**src/zip_header_name_extractor_assert.svh**
```systemverilog
// ============================================================================
// Assertion macros for the ZIP header name extractor
// Shared property forms, clocked on the block clock and disabled in reset.
// ============================================================================
`ifndef ZIP_HEADER_NAME_EXTRACTOR_ASSERT_SVH
`define ZIP_HEADER_NAME_EXTRACTOR_ASSERT_SVH

// The consequent must hold in the same cycle as the antecedent.
`define ZHNE_ASSERT_IMPLIES(label, clk, rst_n, ante, cons, msg) \
    label: assert property (@(posedge clk) disable iff (!(rst_n)) (ante) |-> (cons)) \
        else $error(msg);

// The consequent must hold in the cycle after the antecedent.
`define ZHNE_ASSERT_NEXT(label, clk, rst_n, ante, cons, msg) \
    label: assert property (@(posedge clk) disable iff (!(rst_n)) (ante) |=> (cons)) \
        else $error(msg);

`endif

```
**src/zhne_pkg.sv**
```systemverilog
// ============================================================================
// ZIP header name extractor package
// Shared types and constants for the parser, the result queue and the top.
// ============================================================================
package zhne_pkg;

    // Signatures as seen in the four-byte window, oldest byte highest.
    localparam logic [31:0] LocalSig = 32'h504B_0304;
    localparam logic [31:0] EndSig   = 32'h504B_0506;

    // Header offsets of interest.
    localparam logic [4:0] OffLenLo  = 5'd26;
    localparam logic [4:0] OffLenHi  = 5'd27;
    localparam logic [4:0] OffLast   = 5'd29;
    localparam logic [4:0] OffBody   = 5'd4;
    localparam logic [4:0] SearchMin = 5'd3;

    // Result queue depth and the level at which input is still taken.
    localparam int QDepth = 4;
    localparam int QPtrW  = 2;
    localparam int QLvlW  = 3;
    localparam logic [QLvlW-1:0] QReadyMax = 3'd2;

    // Result kinds.
    localparam logic KindName    = 1'b0;
    localparam logic KindVerdict = 1'b1;

    // Verdict codes.
    typedef enum logic [1:0] {
        VERDICT_ORDINARY = 2'd0,
        VERDICT_ZIP      = 2'd1,
        VERDICT_EMPTY    = 2'd2
    } verdict_t;

    // Parser phase, one-hot.
    typedef enum logic [2:0] {
        PH_SEARCH = 3'b001,
        PH_HEADER = 3'b010,
        PH_NAME   = 3'b100
    } phase_t;

    // One result item.
    typedef struct packed {
        logic       kind;
        logic [7:0] name_byte;
        logic       name_end;
        verdict_t   verdict;
        logic       name_truncated;
    } result_t;

    // Results produced by one input transfer, packed from r0 up.
    typedef struct packed {
        logic [1:0] cnt;
        result_t    r0;
        result_t    r1;
    } push_t;

endpackage

```
**src/zhne_parser.sv**
```systemverilog
// ============================================================================
// ZIP header name extractor parser
// Signature window, header offset counter and name counter; turns each
// accepted byte into zero, one or two result items in the cycle it is taken.
// ============================================================================
module zhne_parser (
    input  logic                 aclk,
    input  logic                 aresetn,
    input  logic                 in_take,
    input  logic [7:0]           in_byte,
    input  logic                 in_eof,
    output zhne_pkg::push_t      push
);

    logic [23:0]      recent_reg, recent_next;
    zhne_pkg::phase_t phase_reg, phase_next;
    logic [4:0]       offset_reg, offset_next;
    logic [15:0]      len_reg, len_next;
    logic [15:0]      remain_reg, remain_next;
    logic             saw_local_reg, saw_local_next;
    logic             saw_end_reg, saw_end_next;

    logic [31:0]         window;
    logic                local_sig;
    logic                end_sig;
    logic                name_last;
    zhne_pkg::result_t   name_res;
    zhne_pkg::result_t   verdict_res;
    logic                have_name;

    // Signature compare over the last three bytes and the new one.
    assign window    = {recent_reg, in_byte};
    assign local_sig = (window == zhne_pkg::LocalSig);
    assign end_sig   = (window == zhne_pkg::EndSig);
    assign name_last = (remain_reg <= 16'd1);

    // Next-state logic for one byte.
    always_comb begin
        recent_next    = window[23:0];
        phase_next     = phase_reg;
        offset_next    = offset_reg;
        len_next       = len_reg;
        remain_next    = remain_reg;
        saw_local_next = saw_local_reg | local_sig;
        saw_end_next   = saw_end_reg | end_sig;
        have_name      = 1'b0;

        case (phase_reg)
            zhne_pkg::PH_SEARCH: begin
                if (local_sig && offset_reg >= zhne_pkg::SearchMin) begin
                    phase_next  = zhne_pkg::PH_HEADER;
                    offset_next = zhne_pkg::OffBody;
                    len_next    = 16'd0;
                end else if (offset_reg < zhne_pkg::SearchMin) begin
                    offset_next = offset_reg + 5'd1;
                end
            end
            zhne_pkg::PH_HEADER: begin
                if (offset_reg == zhne_pkg::OffLenLo) begin
                    len_next = {len_reg[15:8], in_byte};
                end else if (offset_reg == zhne_pkg::OffLenHi) begin
                    len_next = {in_byte, len_reg[7:0]};
                end
                if (offset_reg >= zhne_pkg::OffLast) begin
                    if (len_reg == 16'd0) begin
                        phase_next  = zhne_pkg::PH_SEARCH;
                        offset_next = 5'd0;
                    end else begin
                        phase_next  = zhne_pkg::PH_NAME;
                        remain_next = len_reg;
                    end
                end else begin
                    offset_next = offset_reg + 5'd1;
                end
            end
            zhne_pkg::PH_NAME: begin
                have_name = 1'b1;
                if (name_last) begin
                    remain_next = 16'd0;
                    phase_next  = zhne_pkg::PH_SEARCH;
                    offset_next = 5'd0;
                end else begin
                    remain_next = remain_reg - 16'd1;
                end
            end
            default: begin
                phase_next  = zhne_pkg::PH_SEARCH;
                offset_next = 5'd0;
            end
        endcase

        // End of file: the block returns to its reset state.
        if (in_eof) begin
            recent_next    = 24'd0;
            phase_next     = zhne_pkg::PH_SEARCH;
            offset_next    = 5'd0;
            len_next       = 16'd0;
            remain_next    = 16'd0;
            saw_local_next = 1'b0;
            saw_end_next   = 1'b0;
        end
    end

    // Result items for this byte.
    always_comb begin
        name_res                = '0;
        name_res.kind           = zhne_pkg::KindName;
        name_res.name_byte      = in_byte;
        name_res.name_end       = name_last;
        name_res.verdict        = zhne_pkg::VERDICT_ORDINARY;

        verdict_res             = '0;
        verdict_res.kind        = zhne_pkg::KindVerdict;
        verdict_res.verdict     = (saw_local_reg | local_sig) ? zhne_pkg::VERDICT_ZIP :
                                  (saw_end_reg | end_sig)     ? zhne_pkg::VERDICT_EMPTY :
                                                                zhne_pkg::VERDICT_ORDINARY;
        // Phase after this byte, before the end-of-file clear.
        verdict_res.name_truncated = 1'b0;
        case (phase_reg)
            zhne_pkg::PH_SEARCH: begin
                verdict_res.name_truncated =
                    local_sig && (offset_reg >= zhne_pkg::SearchMin);
            end
            zhne_pkg::PH_HEADER: begin
                verdict_res.name_truncated =
                    !(offset_reg >= zhne_pkg::OffLast && len_reg == 16'd0);
            end
            zhne_pkg::PH_NAME: begin
                verdict_res.name_truncated = !name_last;
            end
            default: begin
                verdict_res.name_truncated = 1'b0;
            end
        endcase

        push = '0;
        if (in_take) begin
            if (have_name) begin
                push.r0  = name_res;
                push.r1  = verdict_res;
                push.cnt = in_eof ? 2'd2 : 2'd1;
            end else begin
                push.r0  = verdict_res;
                push.cnt = in_eof ? 2'd1 : 2'd0;
            end
        end
    end

    // State registers, updated on each input transfer.
    always_ff @(posedge aclk) begin
        if (!aresetn) begin
            recent_reg    <= 24'd0;
            phase_reg     <= zhne_pkg::PH_SEARCH;
            offset_reg    <= 5'd0;
            len_reg       <= 16'd0;
            remain_reg    <= 16'd0;
            saw_local_reg <= 1'b0;
            saw_end_reg   <= 1'b0;
        end else if (in_take) begin
            recent_reg    <= recent_next;
            phase_reg     <= phase_next;
            offset_reg    <= offset_next;
            len_reg       <= len_next;
            remain_reg    <= remain_next;
            saw_local_reg <= saw_local_next;
            saw_end_reg   <= saw_end_next;
        end
    end

endmodule

```
**src/zhne_result_fifo.sv**
```systemverilog
// ============================================================================
// ZIP header name extractor result queue
// Four-entry queue that takes up to two results per cycle and hands out one.
// ============================================================================
module zhne_result_fifo (
    input  logic                          aclk,
    input  logic                          aresetn,
    input  zhne_pkg::push_t               push,
    input  logic                          pop,
    output zhne_pkg::result_t             head,
    output logic                          not_empty,
    output logic [zhne_pkg::QLvlW-1:0]    level
);

    zhne_pkg::result_t               mem [zhne_pkg::QDepth];
    logic [zhne_pkg::QPtrW-1:0]      wr_ptr_reg, wr_ptr_next;
    logic [zhne_pkg::QPtrW-1:0]      rd_ptr_reg, rd_ptr_next;
    logic [zhne_pkg::QLvlW-1:0]      level_reg, level_next;
    logic [zhne_pkg::QPtrW-1:0]      wr_ptr_plus1;
    logic                            do_pop;

    assign do_pop       = pop && (level_reg != '0);
    assign wr_ptr_plus1 = wr_ptr_reg + {{(zhne_pkg::QPtrW-1){1'b0}}, 1'b1};

    // Pointer and level update.
    always_comb begin
        wr_ptr_next = wr_ptr_reg + push.cnt;
        rd_ptr_next = rd_ptr_reg + {{(zhne_pkg::QPtrW-1){1'b0}}, do_pop};
        level_next  = level_reg + {1'b0, push.cnt}
                      - {{(zhne_pkg::QLvlW-1){1'b0}}, do_pop};
    end

    always_ff @(posedge aclk) begin
        if (!aresetn) begin
            wr_ptr_reg <= '0;
            rd_ptr_reg <= '0;
            level_reg  <= '0;
        end else begin
            wr_ptr_reg <= wr_ptr_next;
            rd_ptr_reg <= rd_ptr_next;
            level_reg  <= level_next;
        end
    end

    // Storage: first result at the write pointer, second just after it.
    always_ff @(posedge aclk) begin
        if (push.cnt != 2'd0) begin
            mem[wr_ptr_reg] <= push.r0;
        end
        if (push.cnt == 2'd2) begin
            mem[wr_ptr_plus1] <= push.r1;
        end
    end

    assign head      = mem[rd_ptr_reg];
    assign not_empty = (level_reg != '0);
    assign level     = level_reg;

endmodule

```
**src/zip_header_name_extractor.sv**
```systemverilog
// ============================================================================
// ZIP header name extractor
// Finds ZIP local headers in a byte stream and emits the stored file names.
// ============================================================================
// Usage:
//   The input stream carries one file byte per transfer in s_tdata, with
//   s_tlast on the final byte of the file. The output stream carries one
//   result per transfer: m_tuser 0 is a name byte (m_tlast on the last byte
//   of a name), m_tuser 1 is the end-of-file verdict with the truncated flag.
//   A byte is parsed in the cycle it is taken; its results are registered
//   in the result queue ahead of the output. One byte is taken each cycle
//   while s_tready is high; a byte that yields a name byte and a verdict
//   needs two transfers on the single output port of the four-entry queue.
//   s_tready is high while the queue holds at most two results, so a stalled
//   receiver fills the queue and then holds off the sender; nothing is lost.
//   Reset clears the parser state and empties the queue; the first byte
//   after reset or after a final byte starts a new file.
// ============================================================================
module zip_header_name_extractor (
    input  logic        aclk,
    input  logic        aresetn,
    input  logic        s_tvalid,
    output logic        s_tready,
    input  logic [7:0]  s_tdata,   // [7:0] data_byte
    input  logic        s_tlast,
    output logic        m_tvalid,
    input  logic        m_tready,
    output logic [15:0] m_tdata,   // [7:0] name_byte, [9:8] verdict,
                                   // [10] name_truncated, [15:11] zero
    output logic        m_tuser,   // [0] kind
    output logic        m_tlast
);

`include "zip_header_name_extractor_assert.svh"

    zhne_pkg::push_t                 push;
    zhne_pkg::result_t               head;
    logic                            not_empty;
    logic [zhne_pkg::QLvlW-1:0]      level;
    logic                            in_take;

    // Input is taken while the queue has room for two results.
    assign s_tready = (level <= zhne_pkg::QReadyMax);
    assign in_take  = s_tvalid && s_tready;

    zhne_parser u_parser (
        .aclk    (aclk),
        .aresetn (aresetn),
        .in_take (in_take),
        .in_byte (s_tdata),
        .in_eof  (s_tlast),
        .push    (push)
    );

    zhne_result_fifo u_fifo (
        .aclk      (aclk),
        .aresetn   (aresetn),
        .push      (push),
        .pop       (m_tready),
        .head      (head),
        .not_empty (not_empty),
        .level     (level)
    );

    // Output packing.
    assign m_tvalid = not_empty;
    assign m_tdata  = {5'd0, head.name_truncated, head.verdict, head.name_byte};
    assign m_tuser  = head.kind;
    assign m_tlast  = head.name_end;

    // Checks.
    `ZHNE_ASSERT_IMPLIES(a_level_bound, aclk, aresetn, 1'b1,
        level <= 3'd4, "result queue level above its depth")
    `ZHNE_ASSERT_IMPLIES(a_pair_order, aclk, aresetn, push.cnt == 2'd2,
        push.r0.kind == zhne_pkg::KindName && push.r1.kind == zhne_pkg::KindVerdict,
        "two results from one byte must be a name byte then a verdict")
    `ZHNE_ASSERT_IMPLIES(a_verdict_clean, aclk, aresetn, m_tvalid && m_tuser,
        !m_tlast && m_tdata[7:0] == 8'd0, "verdict result carries name fields")
    `ZHNE_ASSERT_NEXT(a_hold_stable, aclk, aresetn, m_tvalid && !m_tready,
        m_tvalid && $stable(m_tdata) && $stable(m_tuser) && $stable(m_tlast),
        "output transfer changed while the receiver stalled")

endmodule

```
**config.mk**
```make
export PLATFORM = sky130hd
export DESIGN_NAME = zip_header_name_extractor
export DESIGN_NICKNAME = d
export VERILOG_FILES = /design/src/zhne_pkg.sv /design/src/zhne_parser.sv /design/src/zhne_result_fifo.sv /design/src/zip_header_name_extractor.sv
export VERILOG_INCLUDE_DIRS = /design/src /design/src/src
export SDC_FILE = /design/constraint.sdc
export NUM_CORES = 1
export LEC_CHECK = 0
export BUFFER_PORTS_ARGS = -buffer_cell sky130_fd_sc_hd__buf_2
export CORE_MARGIN = 5
export CORE_UTILIZATION = 55
export CTS_BUF_LIST = sky130_fd_sc_hd__clkbuf_2
export DETAILED_ROUTE_END_ITERATION = 16
export PLACE_DENSITY = 0.78
export SYNTH_ARGS = -nofsm -noshare
export SYNTH_HDL_FRONTEND = slang
export SYNTH_SLANG_ARGS = --single-unit
```
**constraint.sdc**
```tcl
create_clock -name aclk -period 8.6 [get_ports aclk]
set_clock_uncertainty 0.15 [all_clocks]
set_input_delay 0.86 -clock aclk [delete_from_list [all_inputs] [get_ports aclk]]
set_output_delay 0.86 -clock aclk [all_outputs]
set_load 0.005 [all_outputs]
```
==> impl_metrics.env, run 1 <==
export IMPL_status="finished, final reports clean"
export IMPL_grt_overflow=0
export IMPL_initialDrtViolationCount=539
export IMPL_cp_common_cell="ha_1"
export IMPL_regArea_um2=2660
export IMPL_dieHeight_um=114
export IMPL_gr_usage_all_layers_pct=22.7
export IMPL_required_ns=9.02
export IMPL_power_density_nw_per_um2=196
export IMPL_max_cap_viol_count=0
export IMPL_wirelength_um=14300
export IMPL_initial_utilization_pct=55.6
export IMPL_ys_async_sr_fraction_pct=0
export IMPL_utilization_pct=59.4
export IMPL_cp_startpoint="u_parser.phase_reg[0]$_SDFFE_PN1P_"
export IMPL_clkTransAtPathRegs_ns=0.17
export IMPL_cp_start_kind="flip-flop"
export IMPL_post_drt_wl_per_cell_um=18.2
export IMPL_hold_viol_final=0
export IMPL_yosys_register_bits=125
export IMPL_tns_ns=0
export IMPL_synth_fa_ha_area_share_pct=2.86
export IMPL_dr_pass1_iters=7
export IMPL_synth_most_common_cell="dfxtp_1"
export IMPL_post_cts_setup_buffers=0
export IMPL_antenna_left=0
export IMPL_tightest_slew_ns=1.18
export IMPL_synth_largest_area_cell="dfxtp_1"
export IMPL_std_cell_rows=38
export IMPL_antenna_found_initial=0
export IMPL_postSynthCellCount=629
export IMPL_drive_gt1_share_pct=12.8
export IMPL_crit_path_cell_trace="nor2_1 -> nand2_1 -> clkinv_1 -> ha_1 -> nand2b_1 -> ha_1 -> inv_1 -> ha_1 -> inv_1 -> fa_1 -> xnor2_1 -> xnor2_1 -> nor2_1"
export IMPL_synth_compound_area_share_pct=19.4
export IMPL_synth_avg_cell_area_um2=9.46
export IMPL_fin_ws_ns=4.66
export IMPL_die_area_um2=13000
export IMPL_area_delta_synth_final_pct=6.88
export IMPL_regToRegSetupSlack_ns=4.66
export IMPL_drt_drc_violations_left=0
export IMPL_coreArea_um2=10700
export IMPL_ff2ff_path_depth=13
export IMPL_multi_input_area_um2=3010
export IMPL_cts_hold_buffers=0
export IMPL_final_max_slew_viol_count=0
export IMPL_synth_area_leaders="dfxtp_1 37%, edfxtp_1 8.1%, a32o_1 5.0%"
export IMPL_crit_path_top_delay_cell="nand2_1"
export IMPL_dpl_instance_area_um2=6090
export IMPL_htreeDepth=4
export IMPL_hold_ws_ns=0.310
export IMPL_clockRootBuffer="clkbuf_2"
export IMPL_cts_inserted_buffers=17
export IMPL_peakVddDrop_mv=0.123
export IMPL_nNetsFinal=660
export IMPL_seq_area_frac_synth_pct=44.8
export IMPL_cellLeakagePower_nw=2.53
export IMPL_grt_max_degree=50
export IMPL_postLayoutCellArea_um2=6360
export IMPL_vias_per_cell=6.24
export IMPL_hold_path_startpoint="u_fifo.mem[3][3]$_SDFFE_PP0P_"
export IMPL_fmax_mhz=254
export IMPL_path_class="flip-flop to flip-flop"
export IMPL_cts_tree="done"
export IMPL_synth_xor_area_share_pct=2.36
export IMPL_antennaDiodeCount=0
export IMPL_crit_path_max_fanout=28
export IMPL_cts_max_path_buffers=2
export IMPL_place_congestion=0.877
export IMPL_min_path_type="flip-flop to flip-flop"
export IMPL_largest_register_ffs=52
export IMPL_synthSimpleGateAreaFrac_pct=20.6
export IMPL_grt_pass1_vias=4679
export IMPL_ys_top_cells_by_count="109 x dfxtp_1, 63 x nor2_1, 47 x nand2_1, 46 x a21oi_1, 37 x clkbuf_1"
export IMPL_dp_slack_ns=4.76
export IMPL_endpoint="u_fifo.level[2]$_SDFF_PN0_"
export IMPL_grt_pass1_wl_um=23400
export IMPL_slew_headroom_pct=20.5
export IMPL_yosysTopAreaCellShare_pct=36.7
export IMPL_finalSetupViolCount=0
export IMPL_r2r_end="u_fifo.level[2]$_SDFF_PN0_"
export IMPL_ys_warn_count=0
export IMPL_critPathArrivalTime_ns=4.36
export IMPL_synth_top_family_by_area="simple AND/OR/NAND/NOR gates"
export IMPL_crit_path_max_incr_delay_ns=0.67
export IMPL_vias=4912
export IMPL_fp_dieW_um=114
export IMPL_cts_resized=0
export IMPL_period_needed_ns=3.94
export IMPL_synth_area_um2=5950
export IMPL_worst_setup_path_end_kind="flip-flop"
export IMPL_numPortBuffers=27
export IMPL_rsz0062_at_grt="false"
export IMPL_synthDistinctLibCells=61
export IMPL_min_period_over_period_pct=45.8
export IMPL_fillers=933
export IMPL_io_pins=33
export IMPL_worstReg2RegStart="u_parser.phase_reg[0]$_SDFFE_PN1P_"
export IMPL_synth_flop_cell="dfxtp_1"
export IMPL_synthMuxAreaShare_pct=5.09
export IMPL_dp_hpwl_um=9910
export IMPL_clock_latency_ns=0.70
export IMPL_synth_edf_count=16
export IMPL_clock_sinks=125
==> per-stage QoR <==
step           std cells  power [mW]
2_1_floorplan        633       0.800
3_3_place_gp         755       0.846
3_5_place_dp         755       0.854
4_1_cts              787        1.26
5_1_grt              787        1.31
6_report             787        1.25
==> power breakdown <==
part           switching [mW]  internal [mW]  total (mW)  leakage, nW
logic                   0.116         0.0831       0.199         1.36
registers              0.0337          0.610       0.644         1.01
clock network           0.214          0.193       0.406        0.159
total                   0.363          0.886        1.25         2.53
==> worst min-delay path by stage <==
stage,end,slack (ns),cells past startpoint
after floorplan,u_fifo.mem[2][3]$_SDFFE_PP0P_,0.26,2
after global placement,u_fifo.mem[2][3]$_SDFFE_PP0P_,0.27,2
after detailed placement,u_fifo.mem[3][3]$_SDFFE_PP0P_,0.29,2
after CTS,u_parser.phase_reg[0]$_SDFFE_PN1P_,0.29,2
after global routing,u_parser.phase_reg[0]$_SDFFE_PN1P_,0.26,2
final,u_fifo.mem[3][3]$_SDFFE_PP0P_,0.31,2
==> layer usage <==
metal / GRT usage (%) / vias up / routed length (um)
li1: - / 2331 / -
met1: 29.2 / 2323 / 6000
met2: 36.8 / 230 / 6890
met3: 6.05 / 28 / 1110
met4: 8.39 / 0 / 331
met5: 0 / - / 0
==> cell usage in the layout (no fill, tap or decap), drive strengths merged, types with 3 or more instances in the layout <==
master	Yosys	routed
dfxtp	109	109
nor2	63	63
nand2	47	47
a21oi	46	46
and3	30	30
a32o	30	30
buf	10	30
a22o	24	24
inv	21	21
clkbuf	38	20
nand3	19	19
or3	17	17
edfxtp	16	16
o21ai	14	14
mux4	13	13
nor3	12	12
xnor2	12	12
ha	12	12
a2bb2oi	8	8
nor4	8	8
and2	7	7
clkinv	1	7
nand4	6	6
a211o	6	6
nand2b	5	5
nor4b	5	5
conb	1	5
o31ai	4	4
nor2b	4	4
xor2	4	4
bufinv	0	4
nor3b	3	3
or4	3	3
o31a	3	3
or2	3	3
==> kinds of logic (layout without fill, tap and decap cells) <==
group	count (synthesis)	after routing
compound gates	153	153
xor+xnor	16	16
mux	14	14
other cells	1	5
fa+ha+maj	13	13
simple gates	237	237
flops	125	125
buf+inv	70	84
==> final cells by class <==
cell class | instances | area share [%]
inverter | 22 | 1.30
multi-input combinational | 438 | 47.3
clock inverter | 12 | 2.68
clock buffer | 20 | 1.57
timing repair buffer | 30 | 2.48
tap | 140 | 2.75
sequential | 125 | 41.9
==> worst max-delay path, delay by kind of cell, from the launching register on <==
family,cells,cell delay (ns)
buf+inv,3,0.59
flops,1,0.43
simple gates,4,0.98
xor+xnor,2,0.34
fa+ha+maj,4,1.32
No activity file was read; power rests on OpenSTA's default activity.
==> run 2, diff against run 1 <==
- clock period: 8.6 -> 3.8 ns (I/O delays scaled with it)
==> run 2 against run 1 <==
Against the previous run:
- clock power grew 120%
- utilization grew 0.99 points
- final area grew 1.7%
- highest routed layer unchanged
- register-to-register slack lost 3.8 ns
==> impl_metrics.env, run 2 (synthesized netlist as in run 1, its figures left out) <==
export IMPL_grt_pass1_vias=4703
export IMPL_crit_path_max_incr_delay_ns=0.45
export IMPL_coreArea_um2=10700
export IMPL_rsz0062_at_grt="false"
export IMPL_place_congestion=0.851
export IMPL_post_drt_wl_per_cell_um=17.8
export IMPL_hold_viol_final=0
export IMPL_dr_pass1_iters=7
export IMPL_cellLeakagePower_nw=2.58
export IMPL_swShare_pct=30.3
export IMPL_crit_path_cell_trace="nor2_1 -> nand2_1 -> clkinv_1 -> ha_1 -> nand2b_1 -> ha_1 -> inv_1 -> ha_1 -> inv_1 -> fa_1 -> xnor2_1 -> xnor2_1 -> nor2_1"
export IMPL_grt_overflow=0
export IMPL_min_to="u_parser.remain_reg[0]$_SDFFE_PN0P_"
export IMPL_crit_path_max_fanout=9
export IMPL_required_ns=4.22
export IMPL_antennaDiodeCount=0
export IMPL_multi_input_area_um2=3010
export IMPL_regArea_um2=2660
export IMPL_peakVddDrop_mv=0.245
export IMPL_intPower_mw=1.95
export IMPL_tightest_slew_ns=0.906
export IMPL_crit_path_top_delay_cell="ha_1"
export IMPL_vias_per_cell=6.17
export IMPL_pwr_share_comb_pct=16.7
export IMPL_min_path_type="primary input to flip-flop"
export IMPL_tns_ns=0
export IMPL_regToRegSetupSlack_ns=0.84
export IMPL_fmax_mhz=338
export IMPL_hold_path_startpoint="s_tlast"
export IMPL_final_max_slew_viol_count=0
export IMPL_clock_latency_ns=0.68
export IMPL_status="finished, final reports clean"
export IMPL_r2r_end="u_fifo.level[2]$_SDFF_PN0_"
export IMPL_clock_sinks=125
export IMPL_antenna_left=0
export IMPL_grt_pass1_wl_um=23800
export IMPL_worstReg2RegStart="u_parser.phase_reg[0]$_SDFFE_PN1P_"
export IMPL_fillers=899
export IMPL_finalSetupViolCount=0
export IMPL_dp_hpwl_um=9730
export IMPL_p_sw_mw=0.846
export IMPL_vias=4938
export IMPL_final_common_cell="dfxtp_1"
export IMPL_cp_start_kind="flip-flop"
export IMPL_htreeDepth=4
export IMPL_cts_inserted_buffers=17
export IMPL_drt_drc_violations_left=0
export IMPL_grt_max_degree=50
export IMPL_nNetsFinal=673
export IMPL_p_clk_share_pct=31.3
export IMPL_area_delta_synth_final_pct=8.66
export IMPL_slew_headroom_pct=39.5
export IMPL_min_period_over_period_pct=77.9
export IMPL_utilization_pct=60.4
export IMPL_std_cell_rows=38
export IMPL_clkTransAtPathRegs_ns=0.18
export IMPL_layout_common_cells="109 x dfxtp_1, 63 x nor2_1, 47 x nand2_1"
export IMPL_min_path_cells=3
export IMPL_period_needed_ns=2.96
export IMPL_path_class="flip-flop to flip-flop"
export IMPL_cp_common_cell="ha_1"
export IMPL_max_cap_viol_count=0
export IMPL_largest_register_ffs=52
export IMPL_fp_dieW_um=114
export IMPL_cts_resized=0
export IMPL_io_pins=33
export IMPL_cts_tree="done"
export IMPL_cp_startpoint="u_parser.phase_reg[0]$_SDFFE_PN1P_"
export IMPL_cts_max_path_buffers=2
export IMPL_worst_setup_path_end_kind="flip-flop"
export IMPL_wirelength_um=14300
export IMPL_p_seq_share_pct=52.0
export IMPL_dieHeight_um=114
export IMPL_gr_usage_all_layers_pct=23.0
export IMPL_drive_gt1_share_pct=13.3
export IMPL_power_density_nw_per_um2=433
export IMPL_clockRootBuffer="clkbuf_2"
export IMPL_antenna_found_initial=0
export IMPL_die_area_um2=13000
export IMPL_initialDrtViolationCount=512
export IMPL_ff2ff_path_depth=13
export IMPL_critPathArrivalTime_ns=3.38
export IMPL_numPortBuffers=27
export IMPL_initial_utilization_pct=55.6
[run 2: cell count changes in the layout (fill, tap and decap cells not counted)]
cell and change:
inv_2 +1, buf_4 +4, clkinv_4 +1, bufinv_16 -1, clkbuf_2 -2, clkinv_1 -1
inv_6 +2, dlygate4sd3_1 +9
[run 2: per-layer routing]
| metal | vias to the layer above | global-route usage [%] | share of wire, % |
|---|---|---|---|
| li1 | 2361 | - | - |
| met1 | 2364 | 30.4 | 43 |
| met2 | 188 | 37.5 | 48 |
| met3 | 25 | 4.99 | 7.1 |
| met4 | 0 | 7.60 | 1.9 |
| met5 | - | 0 | 0 |
[run 2: what timing repair did]
item / CTS / global route
setup buffers: 0 / 0
endpoints found under the hold margin: 58 / 0
hold buffers: 9 / 0
[run 2: metrics by stage]
| step | setup slack (ns) | instances | power [mW] | instance area (um2) | hold WS, ns |
|---|---|---|---|---|---|
| after floorplan | 0.732 | 633 | 1.81 | 5960 | 0.260 |
| after global placement | 0.935 | 759 | 1.92 | 6120 | 0.270 |
| after detailed placement | 0.847 | 759 | 1.94 | 6120 | 0.277 |
| after CTS | 0.789 | 800 | 2.82 | 6460 | 0.0680 |
| after global routing | 0.585 | 800 | 2.95 | 6460 | 0.0789 |
| final | 0.839 | 800 | 2.80 | 6460 | 0.116 |
[run 2: critical path, delay by kind of cell (launching register included)]
| family | cells | cell delay (ns) |
|---|---|---|
| adders and majority gates | 4 | 1.25 |
| xor gates and xnor gates | 2 | 0.30 |
| DFF | 1 | 0.42 |
| buffers and inverters | 3 | 0.34 |
| and+or+nand+nor | 4 | 0.41 |
[run 2: area by class of cell]
cell class	count	share of cell area (%)
clock inverter	14	2.57
multi-input combinational	438	46.6
timing repair buffer	43	4.30
tap	140	2.71
clock buffer	18	1.39
inverter	22	1.28
sequential	125	41.2
[run 2: how the worst max path moves through the flow]
| stage | depth (start not counted) | endpoint | slack (ns) |
|---|---|---|---|
| 2_1_floorplan | 14 | u_fifo.level[2]$_SDFF_PN0_ | 0.73 |
| 3_3_place_gp | 12 | u_fifo.level[2]$_SDFF_PN0_ | 0.93 |
| 6_report | 13 | u_fifo.level[2]$_SDFF_PN0_ | 0.84 |
| 4_1_cts | 2 | m_tlast | 0.79 |
| 3_5_place_dp | 12 | u_fifo.level[2]$_SDFF_PN0_ | 0.85 |
| 5_1_grt | 13 | u_fifo.level[2]$_SDFF_PN0_ | 0.58 |
[run 2: power by group through the flow]
stage          logic (mW)  clock network, mW  registers, mW
2_1_floorplan       0.371                  0           1.44
3_3_place_gp        0.440                  0           1.48
3_5_place_dp        0.457                  0           1.48
4_1_cts             0.465              0.894           1.46
5_1_grt             0.524              0.960           1.47
6_report            0.468              0.876           1.45
